<file path="config.mk">
export PLATFORM = sky130hd
export DESIGN_NAME = header_length_frame_deframer
export DESIGN_NICKNAME = d
export VERILOG_FILES = /design/src/rtl/hlfd_pkg.sv /design/src/rtl/header_length_frame_deframer.sv
export SDC_FILE = /design/constraint.sdc
export NUM_CORES = 1
export LEC_CHECK = 0
export ABC_AREA = 0
export BUFFER_PORTS_ARGS = -buffer_cell sky130_fd_sc_hd__buf_2
export CAP_MARGIN = 20
export CORE_AREA = 2 2 124 126
export DETAILED_ROUTE_END_ITERATION = 6
export DIE_AREA = 0 0 126 128
export PLACE_DENSITY = 0.75
export SYNTH_ARGS = -nofsm -noshare
export SYNTH_HDL_FRONTEND = slang
export SYNTH_SLANG_ARGS = --single-unit
</file>
<file path="constraint.sdc">
create_clock -name aclk -period 2.9 [get_ports aclk]
set_input_delay 0.435 -clock aclk [delete_from_list [all_inputs] [get_ports aclk]]
set_output_delay 0.435 -clock aclk [all_outputs]
set_load 0.01 [all_outputs]
</file>
<file path="src/rtl/hlfd_pkg.sv">
// Shared types and constants for the header/length frame deframer.
// No dependencies; imported by the deframer top level and its checker.
package hlfd_pkg;

    localparam int unsigned BYTE_W   = 8;
    localparam int unsigned LEN_W    = 16;
    localparam int unsigned HDR_W    = 32;
    localparam int unsigned KIND_W   = 2;
    localparam int unsigned M_DATA_W = 48;

    localparam logic [HDR_W-1:0] HEADER_RESET = 32'h4A59_4D43;
    localparam logic [2:0]       WIN_FULL     = 3'd4;

    typedef enum logic [2:0] {
        PH_HUNT    = 3'd0,
        PH_OPCODE  = 3'd1,
        PH_LEN_HI  = 3'd2,
        PH_LEN_LO  = 3'd3,
        PH_PAYLOAD = 3'd4,
        PH_CHECK   = 3'd5
    } phase_t;

    typedef enum logic [KIND_W-1:0] {
        KIND_DATA = 2'd0,
        KIND_GOOD = 2'd1,
        KIND_BAD  = 2'd2
    } kind_t;

endpackage

</file>
<file path="src/rtl/header_length_frame_deframer.sv">
// Header/length frame deframer with XOR checksum: one received byte per word.
// Depends on hlfd_pkg (phase and result kind codes, widths, header reset).
//
// Pipeline: an accepted input word is loaded into the input register, and its
//   result into the result register that drives m_*, once that slot is free or draining.
//   Throughput: 1 word per cycle; while a result waits for m_tready the input
//   register takes one more word, then s_tready drops until the result is taken.
// Reset (aresetn low, synchronous): hunting with an empty window, pipeline
//   empty, header_word back to 0x4A594D43.
module header_length_frame_deframer (
    input  logic                          aclk,
    input  logic                          aresetn,
    // input stream: tdata[7:0] rx_byte
    input  logic                          s_tvalid,
    output logic                          s_tready,
    input  logic [hlfd_pkg::BYTE_W-1:0]   s_tdata,
    // result stream
    output logic                          m_tvalid,
    input  logic                          m_tready,
    // tdata: [7:0] opcode, [15:8] payload_byte, [31:16] byte_index,
    //        [47:32] frame_length
    output logic [hlfd_pkg::M_DATA_W-1:0] m_tdata,
    // tuser: [1:0] kind
    output logic [hlfd_pkg::KIND_W-1:0]   m_tuser,
    // header_word write channel
    input  logic                          cfg_valid,
    output logic                          cfg_ready,
    input  logic [hlfd_pkg::HDR_W-1:0]    cfg_data
);
    import hlfd_pkg::*;

    logic              in_valid_reg;
    logic [BYTE_W-1:0] in_byte_reg;

    logic [HDR_W-1:0]  header_reg;
    logic [HDR_W-1:0]  window_reg, window_next;
    logic [2:0]        fill_reg, fill_next;
    phase_t            phase_reg, phase_next;
    logic [BYTE_W-1:0] opcode_reg, opcode_next;
    logic [LEN_W-1:0]  len_reg, len_next;
    logic [LEN_W-1:0]  seen_reg, seen_next;
    logic [BYTE_W-1:0] xor_reg, xor_next;

    logic                m_valid_reg;
    logic [M_DATA_W-1:0] m_data_reg;
    kind_t               m_kind_reg;

    logic                res_valid;
    kind_t               res_kind;
    logic [BYTE_W-1:0]   res_payload;
    logic [LEN_W-1:0]    res_index;

    logic [HDR_W-1:0]  shifted;
    logic              hdr_match;
    logic [LEN_W-1:0]  seen_inc;
    logic              advance;

    // the stored word moves on when the result slot is free or being drained
    assign advance   = in_valid_reg && (!m_valid_reg || m_tready);
    assign s_tready  = !in_valid_reg || advance;
    assign cfg_ready = 1'b1;

    assign shifted   = {window_reg[HDR_W-BYTE_W-1:0], in_byte_reg};
    assign hdr_match = (fill_reg >= WIN_FULL - 3'd1) && (shifted == header_reg);
    assign seen_inc  = seen_reg + LEN_W'(1);

    // next phase
    always_comb begin
        phase_next = phase_reg;
        case (phase_reg)
            PH_OPCODE:  phase_next = PH_LEN_HI;
            PH_LEN_HI:  phase_next = PH_LEN_LO;
            PH_LEN_LO:  phase_next = ({len_reg[LEN_W-1:BYTE_W], in_byte_reg} == '0)
                                     ? PH_CHECK : PH_PAYLOAD;
            PH_PAYLOAD: phase_next = (seen_inc == len_reg) ? PH_CHECK : PH_PAYLOAD;
            PH_CHECK:   phase_next = PH_HUNT;
            default:    phase_next = hdr_match ? PH_OPCODE : PH_HUNT;
        endcase
    end

    // datapath and result
    always_comb begin
        window_next = window_reg;
        fill_next   = fill_reg;
        opcode_next = opcode_reg;
        len_next    = len_reg;
        seen_next   = seen_reg;
        xor_next    = xor_reg;
        res_valid   = 1'b0;
        res_kind    = KIND_DATA;
        res_payload = '0;
        res_index   = '0;
        case (phase_reg)
            PH_OPCODE: begin
                opcode_next = in_byte_reg;
                xor_next    = xor_reg ^ in_byte_reg;
            end
            PH_LEN_HI: begin
                len_next = {in_byte_reg, BYTE_W'(0)};
                xor_next = xor_reg ^ in_byte_reg;
            end
            PH_LEN_LO: begin
                len_next  = {len_reg[LEN_W-1:BYTE_W], in_byte_reg};
                xor_next  = xor_reg ^ in_byte_reg;
                seen_next = '0;
            end
            PH_PAYLOAD: begin
                res_valid   = 1'b1;
                res_payload = in_byte_reg;
                res_index   = seen_reg;
                xor_next    = xor_reg ^ in_byte_reg;
                seen_next   = seen_inc;
            end
            PH_CHECK: begin
                res_valid   = 1'b1;
                res_kind    = (xor_reg == in_byte_reg) ? KIND_GOOD : KIND_BAD;
                window_next = '0;
                fill_next   = '0;
            end
            default: begin
                window_next = shifted;
                if (fill_reg < WIN_FULL) begin
                    fill_next = fill_reg + 3'd1;
                end
                if (hdr_match) begin
                    xor_next    = shifted[31:24] ^ shifted[23:16]
                                ^ shifted[15:8] ^ shifted[7:0];
                    opcode_next = '0;
                    len_next    = '0;
                    seen_next   = '0;
                end
            end
        endcase
    end

    always_ff @(posedge aclk) begin
        if (!aresetn) begin
            in_valid_reg <= 1'b0;
            m_valid_reg  <= 1'b0;
            header_reg   <= HEADER_RESET;
            window_reg   <= '0;
            fill_reg     <= '0;
            phase_reg    <= PH_HUNT;
            opcode_reg   <= '0;
            len_reg      <= '0;
            seen_reg     <= '0;
            xor_reg      <= '0;
        end else begin
            if (cfg_valid && cfg_ready) begin
                header_reg <= cfg_data;
            end
            if (s_tvalid && s_tready) begin
                in_valid_reg <= 1'b1;
            end else if (advance) begin
                in_valid_reg <= 1'b0;
            end
            if (advance) begin
                m_valid_reg <= res_valid;
                window_reg  <= window_next;
                fill_reg    <= fill_next;
                phase_reg   <= phase_next;
                opcode_reg  <= opcode_next;
                len_reg     <= len_next;
                seen_reg    <= seen_next;
                xor_reg     <= xor_next;
            end else if (m_tready) begin
                m_valid_reg <= 1'b0;
            end
        end
    end

    // payload registers, no reset
    always_ff @(posedge aclk) begin
        if (s_tvalid && s_tready) begin
            in_byte_reg <= s_tdata;
        end
        if (advance && res_valid) begin
            m_kind_reg <= res_kind;
            m_data_reg <= {len_reg, res_index, res_payload, opcode_next};
        end
    end

    assign m_tvalid = m_valid_reg;
    assign m_tdata  = m_data_reg;
    assign m_tuser  = m_kind_reg;

endmodule

</file>
==> results.cfg <==
[synthesis]
ys_async_sr_fraction_pct = 0
synth_seq_cells = 170
synth_top_area_cell = dfxtp_1
yosysMostFrequentCell = dfxtp_1
avgSynthCellArea_um2 = 9.883
synth-edff-count = 58
postSynthCellCount = 808
yosys_warnings = 0
syn-num-nets = 858
synth_top_area_share_pct = 28.08
synthTopCellsByArea = dfxtp_1 28%, edfxtp_1 22%, xnor2_1 6.7%, nand2_1 4.6%, mux2i_1 4.0%
syn_area_um2 = 7985
ys.flop_type = dfxtp_1
seq_area_frac_synth_pct = 49.89
netlist_top_cells_count = 112 x dfxtp_1, 98 x nand2_1, 64 x nor2_1, 61 x xnor2_1, 58 x edfxtp_1
ys_types = 62

[finish]
diodes = 0
layout-drive-gt1-share_pct = 19.69
final_nets = 951
area_growth_pct = 16.28
largest_register_ffs = 48

[sta]
setup_viol = 0
drv_slew = 0
period_share_pct = 92.05
maxSlewHeadroom_pct = 38.91
fin_ws_ns = 0.2307
rsz0062_at_grt = false
worst_slew_pin_slew_ns = 0.9163
finClkSkew_ns = 0.01241
hold_violations = 0
max_freq_ghz = 0.3746
period_minus_slack_ns = 2.669
setup_tns_ns = 0

[cts]
cts_resized = 0
cts_tree = yes
root_buffer = clkbuf_16
worstSkewPairLatency_ns = 0.44
ctsHoldBuffers = 0
cts_max_path_buffers = 2
postCtsSetupBuffers = 0
clock-sinks = 170
path_clk_slew_ns = 0.07
cts_buffers = 17
htreeDepth = 4

[global_route]
first_global_vias = 5934
grt-ovfl-total = 0
track_usage_pct = 24.31
grt_max_degree = 64
grt_first_pass_wirelength_um = 31040
grt_antenna_before_repair = 0

[run_status]
outcome = complete, no violations

[placed_design]
place_congestion = 0.8503
preCtsSetupSlack_ns = 0.3152
port_buffers = 96
dp_hpwl_um = 12820

[min_path]
min_path_type = in2reg

[floorplan]
initial_utilization_pct = 53.72
rows = 45
die_h_um = 128
ioPinCount = 98
core_um2 = 14860
fp.dieArea_um2 = 16130
die_width_um = 126

[power]
ir_worst_vdd_mv = 0.4257
p_per_area_nw_per_um2 = 537.5
leakage_uw = 0.003563

[routing]
wire_per_inst_um = 17.61
met1Wirelength_um = 8815
dr.first_iter.drc_count = 605
num_vias = 6434
vias_per_cell = 5.838
met2WireLength_um = 8813
drc_errors = 0
highest_layer = met4
postRouteAntennaNets = 0
drt-total-wl_um = 19410
wl_met3_um = 1264
drt_first_pass_iters = 5

[setup_path]
start_kind = register
cp.arrival_ns = 3.05
cp_max_fo = 11
end_kind = register
cp.required_ns = 3.28
worst-setup-path-type = reg2reg

[run]
cap_violations = 0
==> final cells by class <==
type | count | area (um^2)
clock buffers | 19 | 442.9
clock inverters | 13 | 117.6
fillers | 1221 | 5579
inverters | 10 | 37.54
multi-input cells | 573 | 3730
flip-flops and latches | 170 | 3984
well taps | 188 | 235.2
repair buffers | 129 | 738.2
==> through the flow <==
stage | hold slack (ns) | area (um^2) | total power [uW] | std cells | utilization [%]
floorplan | 0.4490 | 7985 | 2763 | 808 | -
global placement | 0.4629 | 8720 | 2865 | 1069 | 58.66
detailed placement | 0.4668 | 8725 | 2871 | 1070 | 58.70
CTS | 0.1659 | 9285 | 5000 | 1102 | 62.47
global route | 0.1640 | 9285 | 5154 | 1102 | 62.47
finish | 0.1735 | 9285 | 4990 | 1102 | 62.47
==> worst paths after layout <==
kind | from | cells past startpoint | slack [ns] | to
setup / recovery | seen_reg[2]$_SDFFE_PN0P_ | 7 | 0.23 | phase_reg[0]$_SDFFE_PN0P_
hold / removal | s_tdata[7] | 1 | 0.17 | in_byte_reg[7]$_DFFE_PP_
setup reg to reg | seen_reg[2]$_SDFFE_PN0P_ | 7 | 0.23 | phase_reg[0]$_SDFFE_PN0P_
hold reg to reg | fill_reg[1]$_SDFFE_PN0P_ | 2 | 0.47 | fill_reg[1]$_SDFFE_PN0P_
==> kinds of logic after synthesis <==
kind of cell / Yosys count / share of synthesized area [%]
compound gates: 142 / 12.54
xor+xnor: 78 / 8.555
fa+ha+maj: 5 / 0.7835
buf+inv: 65 / 3.400
flops: 170 / 49.89
mux: 33 / 4.152
other cells: 1 / 0.04696
simple gates: 314 / 20.64
==> cells in the final DEF (no fill, tap or decap), types with 10 or more instances in the layout <==
master     count
xor2_1        17
clkbuf_16     17
nor4_1        12
nand4b_1      10
o211ai_1      11
dfxtp_1      112
o21ai_0       24
edfxtp_1      58
nand3_1       42
buf_4         31
a21oi_1       36
nor2_1        64
buf_2         97
xnor2_1       61
nand2_1       98
nand4_1       13
a32o_1        16
mux2i_1       32
and3_1        26
==> layer usage <==
| layer | vias up | track usage [%] |
|---|---|---|
| li1 | 3129 | - |
| met1 | 3034 | 34.10 |
| met2 | 229 | 37.00 |
| met3 | 42 | 4.549 |
| met4 | 0 | 10.54 |
| met5 | - | 0 |
==> power breakdown <==
| part | switching, uW | internal [uW] |
|---|---|---|
| Clock | 960 | 1210 |
| Sequential | 41.5 | 2500 |
| Combinational | 172 | 115 |
| Total | 1170 | 3820 |
==> critical path: stages, from the launching register on <==
cell and delay, ns:
dfxtp_1 0.56, nand4_1 0.31, or4_1 0.64, nor3_1 0.16, o21ai_0 0.10, a311o_1 0.29, a2111oi_0 0.40, o21a_1 0.15
No activity file was read; power rests on OpenSTA's default activity.
